$ cat src/rtl/assert_macros.svh
// Assertion helpers included by the top-level RTL file.
`ifndef ASSERT_MACROS_SVH
`define ASSERT_MACROS_SVH

// Implication checked on every rising clock edge outside reset.
`define ASSERT_IMP(label, ante, cons, msg) \
  label: assert property (@(posedge clk_i) disable iff (!rst_ni) (ante) |-> (cons)) \
    else $error(msg);

// Next-cycle implication checked outside reset.
`define ASSERT_NXT(label, ante, cons, msg) \
  label: assert property (@(posedge clk_i) disable iff (!rst_ni) (ante) |=> (cons)) \
    else $error(msg);

`endif

$ cat src/rtl/lps_pkg.sv
// ----------------------------------------------------------------------------
// lps_pkg
// Shared types and constants of the lattice propagator stencil.
// ----------------------------------------------------------------------------
`default_nettype none

package lps_pkg;

  localparam int unsigned MaxSitesDef = 64;  // default lattice capacity
  localparam int unsigned SiteW       = 7;   // site index / count width
  localparam int unsigned DataW       = 32;  // Q8.24 data width
  localparam int unsigned CoefW       = 25;  // Q1.24 neighbor weight width
  localparam int unsigned CfgIdxW     = 3;
  localparam int unsigned FracW       = 24;

  // configuration register indexes
  localparam logic [CfgIdxW-1:0] CfgWeightBack = 3'd0;
  localparam logic [CfgIdxW-1:0] CfgWeightFwd  = 3'd1;
  localparam logic [CfgIdxW-1:0] CfgSites      = 3'd2;
  localparam logic [CfgIdxW-1:0] CfgLeftMirror = 3'd3;
  localparam logic [CfgIdxW-1:0] CfgRightMirr  = 3'd4;
  localparam logic [CfgIdxW-1:0] CfgTwoChain   = 3'd5;

  // commands from the sequencer to the datapath
  typedef struct packed {
    logic load_we;   // store one loaded site
    logic shift;     // shift old-value window, latch weight and mask
    logic st1;       // neighbor difference products
    logic st2;       // accumulate and round
    logic st3;       // weight products
    logic st_wr;     // saturate and write new values
    logic out_ld;    // load output data register
  } ctl_t;

endpackage

`default_nettype wire

$ cat src/rtl/lps_ctrl.sv
// ----------------------------------------------------------------------------
// lps_ctrl
// Sequencer: load pass, window priming, per-site stencil steps, emit pass.
// ----------------------------------------------------------------------------
`default_nettype none

module lps_ctrl #(
  parameter int unsigned MaxSites = lps_pkg::MaxSitesDef,
  parameter int unsigned AddrW    = (MaxSites > 1) ? $clog2(MaxSites) : 1
) (
  input  wire logic                      clk_i,
  input  wire logic                      rst_ni,
  input  wire logic                      in_valid_i,
  output logic                           in_ready_o,
  input  wire logic                      in_last_i,
  output logic                           out_valid_o,
  input  wire logic                      out_ready_i,
  output logic      [lps_pkg::SiteW-1:0] site_index_o,
  output logic                           last_result_o,
  input  wire logic [lps_pkg::SiteW-1:0] sites_in_use_i,
  input  wire logic [lps_pkg::SiteW-1:0] left_mirror_i,
  input  wire logic [lps_pkg::SiteW-1:0] right_mirror_i,
  output lps_pkg::ctl_t                  ctl_o,
  output logic      [AddrW-1:0]          ld_addr_o,
  output logic      [AddrW-1:0]          rd_addr_o,
  output logic      [AddrW-1:0]          wt_addr_o,
  output logic      [AddrW-1:0]          wr_addr_o,
  output logic      [AddrW-1:0]          em_addr_o
);
  import lps_pkg::*;

  localparam logic [SiteW-1:0] MaxS = SiteW'(MaxSites);

  typedef enum logic [3:0] {
    S_LOAD, S_RD, S_SH, S_M1, S_M2, S_M3, S_M4, S_ERD, S_ELD, S_EWT
  } state_e;

  state_e           state_q, state_d;
  logic [SiteW-1:0] cnt_q, cnt_d;   // load count
  logic [SiteW-1:0] ptr_q, ptr_d;   // next old-value read
  logic [SiteW-1:0] e_q, e_d;       // emit position, 0-based
  logic             ov_q, ov_d;
  logic [SiteW-1:0] idx_q, idx_d;
  logic             lst_q, lst_d;

  // effective lattice size and mirror sites
  logic [SiteW-1:0] m, lm, rm, em;
  logic             acc_in;

  always_comb begin
    if (sites_in_use_i < SiteW'(3))   m = SiteW'(3);
    else if (sites_in_use_i > MaxS)   m = MaxS;
    else                              m = sites_in_use_i;
    if (left_mirror_i < SiteW'(2))        lm = SiteW'(2);
    else if (left_mirror_i > m - 1'b1)    lm = m - 1'b1;
    else                                  lm = left_mirror_i;
    if (right_mirror_i < SiteW'(2))       rm = SiteW'(2);
    else if (right_mirror_i > m - 1'b1)   rm = m - 1'b1;
    else                                  rm = right_mirror_i;
    if (e_q == '0)              em = lm - 1'b1;
    else if (e_q == m - 1'b1)   em = rm - 1'b1;
    else                        em = e_q;
  end

  assign acc_in = in_valid_i && (state_q == S_LOAD);

  // next state and registered outputs
  always_comb begin
    state_d = state_q;
    cnt_d   = cnt_q;
    ptr_d   = ptr_q;
    e_d     = e_q;
    ov_d    = ov_q;
    idx_d   = idx_q;
    lst_d   = lst_q;
    case (state_q)
      S_LOAD: begin
        if (acc_in) begin
          if (in_last_i) begin
            cnt_d   = '0;
            ptr_d   = '0;
            state_d = S_RD;
          end else if (cnt_q < MaxS) begin
            cnt_d = cnt_q + 1'b1;
          end
        end
      end
      S_RD: state_d = S_SH;
      S_SH: begin
        ptr_d   = ptr_q + 1'b1;
        // two priming shifts, the third fills the window for site 2
        state_d = (ptr_q + 1'b1 < SiteW'(3)) ? S_RD : S_M1;
      end
      S_M1: state_d = S_M2;
      S_M2: state_d = S_M3;
      S_M3: state_d = S_M4;
      S_M4: begin
        if (ptr_q == m) begin
          e_d     = '0;
          state_d = S_ERD;
        end else begin
          state_d = S_RD;
        end
      end
      S_ERD: state_d = S_ELD;
      S_ELD: begin
        ov_d    = 1'b1;
        idx_d   = e_q + 1'b1;
        lst_d   = (e_q == m - 1'b1);
        state_d = S_EWT;
      end
      S_EWT: begin
        if (out_ready_i) begin
          ov_d = 1'b0;
          if (lst_q) begin
            state_d = S_LOAD;
          end else begin
            e_d     = e_q + 1'b1;
            state_d = S_ERD;
          end
        end
      end
      default: state_d = S_LOAD;
    endcase
  end

  always_ff @(posedge clk_i or negedge rst_ni) begin
    if (!rst_ni) begin
      state_q <= S_LOAD;
      cnt_q   <= '0;
      ptr_q   <= '0;
      e_q     <= '0;
      ov_q    <= 1'b0;
      idx_q   <= '0;
      lst_q   <= 1'b0;
    end else begin
      state_q <= state_d;
      cnt_q   <= cnt_d;
      ptr_q   <= ptr_d;
      e_q     <= e_d;
      ov_q    <= ov_d;
      idx_q   <= idx_d;
      lst_q   <= lst_d;
    end
  end

  // datapath commands
  always_comb begin
    ctl_o.load_we = acc_in && (cnt_q < MaxS);
    ctl_o.shift   = (state_q == S_SH);
    ctl_o.st1     = (state_q == S_M1);
    ctl_o.st2     = (state_q == S_M2);
    ctl_o.st3     = (state_q == S_M3);
    ctl_o.st_wr   = (state_q == S_M4);
    ctl_o.out_ld  = (state_q == S_ELD);
  end

  logic [SiteW-1:0] wt_s, wr_s;
  assign wt_s = ptr_q - 1'b1;
  assign wr_s = ptr_q - SiteW'(2);

  assign ld_addr_o     = cnt_q[AddrW-1:0];
  assign rd_addr_o     = ptr_q[AddrW-1:0];
  assign wt_addr_o     = wt_s[AddrW-1:0];
  assign wr_addr_o     = wr_s[AddrW-1:0];
  assign em_addr_o     = em[AddrW-1:0];
  assign in_ready_o    = (state_q == S_LOAD);
  assign out_valid_o   = ov_q;
  assign site_index_o  = idx_q;
  assign last_result_o = lst_q;

endmodule

`default_nettype wire

$ cat config.mk
export PLATFORM = sky130hd
export DESIGN_NAME = lps_ctrl
export DESIGN_NICKNAME = d
export VERILOG_FILES = /design/src/rtl/assert_macros.svh /design/src/rtl/lps_pkg.sv /design/src/rtl/lps_ctrl.sv
export SDC_FILE = /design/constraint.sdc
export NUM_CORES = 1
export LEC_CHECK = 0
export BUFFER_PORTS_ARGS = -buffer_cell sky130_fd_sc_hd__buf_4
export CORE_MARGIN = 10
export CORE_UTILIZATION = 61
export DETAILED_ROUTE_END_ITERATION = 10
export PLACE_DENSITY = 0.88
export SKIP_CTS_REPAIR_TIMING = 1
export SLEW_MARGIN = 5
export SYNTH_ARGS = -nofsm -noshare
export SYNTH_HDL_FRONTEND = slang
export SYNTH_SLANG_ARGS = --single-unit
$ cat constraint.sdc
create_clock -name clk_i -period 6.2 [get_ports clk_i]
set_clock_uncertainty 0.05 [all_clocks]
set_input_delay 0.62 -clock clk_i [delete_from_list [all_inputs] [get_ports clk_i]]
set_output_delay 0.62 -clock clk_i [all_outputs]
set_load 0.02 [all_outputs]
Word level (Yosys, flattened, before mapping)
Index checks and enable logic that the tools add are counted. Widths: inputs -> output; s select.

Output and inout port bits: 47. Word-level logic and storage cells: 78. Register bits after elaboration: 34.

Muxes and demuxes: 26. Order comparisons: 8. Add/subtract/negate cells: 8. Eq/ne operators: 16. Reductions and logical operators: 13.

Operator list (count): $mux 7 (9); $pmux 4 s10 (1); $mux 6 (6); $lt 7x2->1 const B (4); $pmux 7 s2 (2); $add 7x1->7 const B (3); $sub 6x1->6 const B (3); $eq 4x3->1 const B (4); $eq 7x7->1 (2); $gt 7x7->1 (2); $mux 4 (3); $reduce_and 3->1 (3); $eq 4x2->1 const B (2); $eq 4x4->1 const B (2); $reduce_bool 2->1 (4); $gt 7x7->1 const B (1); $logic_not 7->1 (1); $lt 7x7->1 const B (1); $sub 7x1->7 const B (1); $mux 3 (2); $ne 2x1->1 const B (3); $sub 6x2->6 const B (1); $eq 4x1->1 const B (1); $logic_not 4->1 (1); 7 further kinds (9).

Logic depth before layout (Yosys ltp)
Depth after elaboration: 10. Depth in mapped cells: 21. Mapped depth without buffers: 19.

Least setup slack after synthesis
Ideal clock, no wire load.

Path type: input port to output port. Start point: in sites_in_use_i[3] (netlist bit). End point: out em_addr_o[4]. Stages on the path: 16. Buffers on the path: 1. Arrival time: 4.260 ns. Slack: 1.270 ns. Path through: buf_6 -> nor4_1 -> or3_1 -> inv_1 -> ha_1 -> a21o_1 -> a21oi_1 -> or3b_1 -> o211ai_2 -> nand2_1 -> a211oi_1 -> ha_1 -> nand2_1 -> xnor2_1 -> a21oi_1 -> o31ai_1.

Cells in the longest elaborated chain, start to end: 10. Elaborated cells on any way between the ends: 16. Those cells by class: 3 x add/sub; 4 x order compare; 1 x eq/ne; 8 x mux.

Ends and longest elaborated chain: from (decl) (RTL line lps_ctrl.sv:20) `input wire logic [lps_pkg::SiteW-1:0] sites_in_use_i,`; $gt 7x7->1 (RTL line lps_ctrl.sv:52) `else if (sites_in_use_i > MaxS) m = MaxS;`; $mux 7 (RTL line lps_ctrl.sv:52); $mux 7 * (RTL line lps_ctrl.sv:51) `if (sites_in_use_i < SiteW'(3)) m = SiteW'(3);`; $sub 7x1->7 * (RTL line lps_ctrl.sv:55, lps_ctrl.sv:58, lps_ctrl.sv:61); $gt 7x7->1 (RTL line lps_ctrl.sv:58) `else if (right_mirror_i > m - 1'b1) rm = m - 1'b1;`; $mux 6 (RTL line lps_ctrl.sv:58); $mux 6 (RTL line lps_ctrl.sv:57) `if (right_mirror_i < SiteW'(2)) rm = SiteW'(2);`; $sub 6x1->6 (RTL line lps_ctrl.sv:61) `else if (e_q == m - 1'b1) em = rm - 1'b1;`; $mux 6 (RTL line lps_ctrl.sv:61); $mux 6 * (RTL line lps_ctrl.sv:60) `if (e_q == '0) em = lm - 1'b1;`; to (decl) (RTL line lps_ctrl.sv:28) `output logic [AddrW-1:0] em_addr_o`.

Every way passes the cells marked *; elsewhere a longest branch is shown, timed or not.

Worst setup path after layout
Start point: in sites_in_use_i[3] (netlist bit). End point: out em_addr_o[2].

Same word-level chain as after synthesis.

==> flow_metrics.tcl <==
set metrics [dict create \
    postSynthCellCount 468 \
    final.setup.worst_slack_ns 1.16 \
    drv_slew 0 \
    cts-root-to-sink-buffers 2 \
    clk-insertion-delay-late_ns 0.30 \
    slowest_stage "sky130_fd_sc_hd__or3_1" \
    critical_path.cell_chain "buf_4 -> nor4_1 -> buf_4 -> or3_1 -> inv_1 -> ha_1 -> nor2b_1 -> o21ai_0 -> a21boi_0 -> o22ai_1 -> a222oi_1 -> buf_4 -> o21ai_0 -> and2_1 -> ha_1 -> or3_1 -> a21boi_0 -> a211oi_1 -> o211ai_2 -> buf_4" \
    final_layout_size_suffix_gt1_share_pct 19.3 \
    synth_sequential_area_ratio_pct 24.0 \
    layout-area-overhead-vs-synth_pct 13.1 \
    detailedPlace.worstSlack_ns 1.28 \
    cts.reportedPaths.clkPinSlew_ns 0.07 \
    fin_total_pwr_uw 1440 \
    boundaryPins 73 \
    dieArea_sq_mm 0.00927 \
    synth.top_cells.by_area "sky130_fd_sc_hd__dfrtp_1 24%, sky130_fd_sc_hd__nand2_1 6.2%, sky130_fd_sc_hd__ha_1 5.6%, sky130_fd_sc_hd__o21ai_0 5.5%, sky130_fd_sc_hd__xnor2_1 4.7%" \
    die_height_um 96.3 \
    drc_errors 0 \
    grt_setup_unrepaired "no" \
    largest_area_contributor_in_the_netlist "sky130_fd_sc_hd__dfrtp_1" \
    fmaxAchievable_mhz 198 \
    vdd_drop_max_uv 326 \
    mappedNetlistArea_sq_mm 0.00355 \
    antenna_found_initial 0 \
    dp_hpwl_um 7080 \
    floorplan.die.width_um 96.3 \
    path_delay_family "compound AO/OA/AOI/OAI gates" \
    gr_ovfl_total 0 \
    cp-end-kind "output port" \
    groute.usage.overall_pct 20.3 \
    worst_ep_required_time_ns 5.53 \
    core_region_area_sq_mm 0.00557 \
    worst_ep_arrival_time_ns 4.37 \
    critPathLaunchType "input pin" \
    post_drt_via_cell_ratio 6.17 \
    path_max_fanout 11 \
    placement.io_buffers 72 \
    grt_start_max_net_pins 35 \
    layout_commonest_cell "sky130_fd_sc_hd__buf_4" \
    yosysWarnings 0 \
    setup-violations-final 0 \
    async_reset_ff_share_pct 100 \
    route.final.wire_length_um 9350 \
    worst-path-buf-inv 5 \
    diodes 0 \
    power_density_mw_per_mm2 358 \
    finalSetupTns_ns 0 \
    synth_largest_type_area_fraction_pct 24.0 \
    initial_core_util_pct 63.7 \
    ctsHtreeMaxLevel 2 \
    critPathMostFrequentCell "sky130_fd_sc_hd__buf_4" \
    critical_path.max_stage_delay_ns 0.39 \
    final.fill_count 484 \
    ant_nets 0 \
    routed_wire_length_per_instance_um 16.1 \
    synthesis.area_per_instance_sq_um 7.59 \
    first_pass_grt_wire_length_um 15500 \
    drt_pre_antenna_iters 5 \
    cts_buffers 5 \
    std_cell_rows 27 \
    hold_viol_final 0 \
    detailedRoute.firstIterationViolations 288 \
    nets_finish 548 \
    layout.cells.most_common_list "75 x sky130_fd_sc_hd__buf_4, 59 x sky130_fd_sc_hd__nand2_1, 39 x sky130_fd_sc_hd__o21ai_0" \
    worst-slew-pin-transition_ns 0.858 \
    synth_flop_cell "sky130_fd_sc_hd__dfrtp_1" \
    cts-root-buf "sky130_fd_sc_hd__clkbuf_8" \
    maxCapViolations 0 \
    run_status "finished clean" \
    cts_sinks 34 \
    layout_worst_path_cycle_share_pct 81.3 \
    slew-limit-headroom_pct 42.8 \
    worstHoldPathType "in -> async" \
    crit_type "in -> out" \
    leakage_uw 0.00181 \
    synth_edf_count 0 \
    tritoncts "yes" \
    gp_congestion 0.933 \
    routed-via-count 3573 \
    finalWorstPathRequiredPeriod_ns 5.04 \
    via_count_of_the_first_global_routing_pass 3332 \
    synth_seq_cells 34 \
    synthDistinctLibCells 71 \
]
## cells in the mapped netlist, drive strengths merged (4+ instances only)
cell type and number:
ha 16, nand2b 10, a22oi 5, a21oi 22, buf 25, a211oi 7, clkbuf 20, o21ai 39
a31oi 11, xor2 16, mux2i 5, or3 4, nor4 10, o211ai 5, nand3 21, dfrtp 34
inv 15, nor3 18, nand2 59, xnor2 19, a21o 5, nor2 38
## power by group
part	switching [uW]	internal (uW)	total [uW]
Sequential	103	273	376
Combinational	516	372	888
Clock	82.9	89.5	172
Total	702	735	1440
## worst register-to-register path: cells and delay by family (launching register included)
family	cells	cell delay, ns
AND/OR/NAND/NOR	2	0.84
flip-flops	1	0.51
AO/OA/AOI/OAI	4	1.21
## registers in the layout, summed over array words and instances, names as in the netlist
name and count:
last_result_o 1, out_valid_o 1, site_index_o 7, ptr_q 7, e_q 7, cnt_q 7
state_q 4
## final cells by class
cell class	instances	area, sq um	share of cell area, %
Clock inverter	1	5.00	0.125
Multi-Input combinational cell	375	2360	58.9
Tap cell	72	90.1	2.24
Sequential cell	34	851	21.2
Inverter	15	56.3	1.40
Timing Repair Buffer	75	563	14.0
Clock buffer	7	86.3	2.15
## per-stage QoR
stage / hold WS, ns / utilization, % / std cells / instance area [sq um]
finish: 0.200 / 72.0 / 579 / 4020
global route: 0.243 / 72.0 / 579 / 4020
CTS: 0.222 / 72.0 / 579 / 4020
detailed placement: 0.421 / 70.4 / 571 / 3920
global placement: 0.409 / 70.4 / 571 / 3920
floorplan: 0.274 / - / 469 / 3550
## worst paths after layout
check / from / end / slack [ns] / cells past startpoint
min: rst_ni / cnt_q[0] / 0.20 / 1
min in group clk_i: site_index_o[0] / site_index_o[0] / 0.43 / 2
max in group asynchronous: rst_ni / e_q[2] / 5.59 / 1
max: sites_in_use_i[3] / em_addr_o[2] / 1.16 / 20
min reg2reg: site_index_o[0] / site_index_o[0] / 0.43 / 2
max reg2reg: state_q[2] / e_q[2] / 3.47 / 6
## layer usage
layer	up-vias	part of all wire (%)	GRT usage [%]
met5	-	0	0
met4	0	1.9	8.47
met3	15	6.3	3.42
met1	1674	43	25.8
met2	143	49	33.4
li1	1741	-	-
## cell families after synthesis
logic type,after synthesis,synth area share (%)
simple gates,188,26.3
compound gates,128,24.1
buf+inv,60,9.58
xor+xnor,35,8.63
flops,34,24.0
fa+ha+maj,16,5.64
mux,6,1.73
other cells,1,0.106
Note: power is estimated with default switching activity, not from simulation.
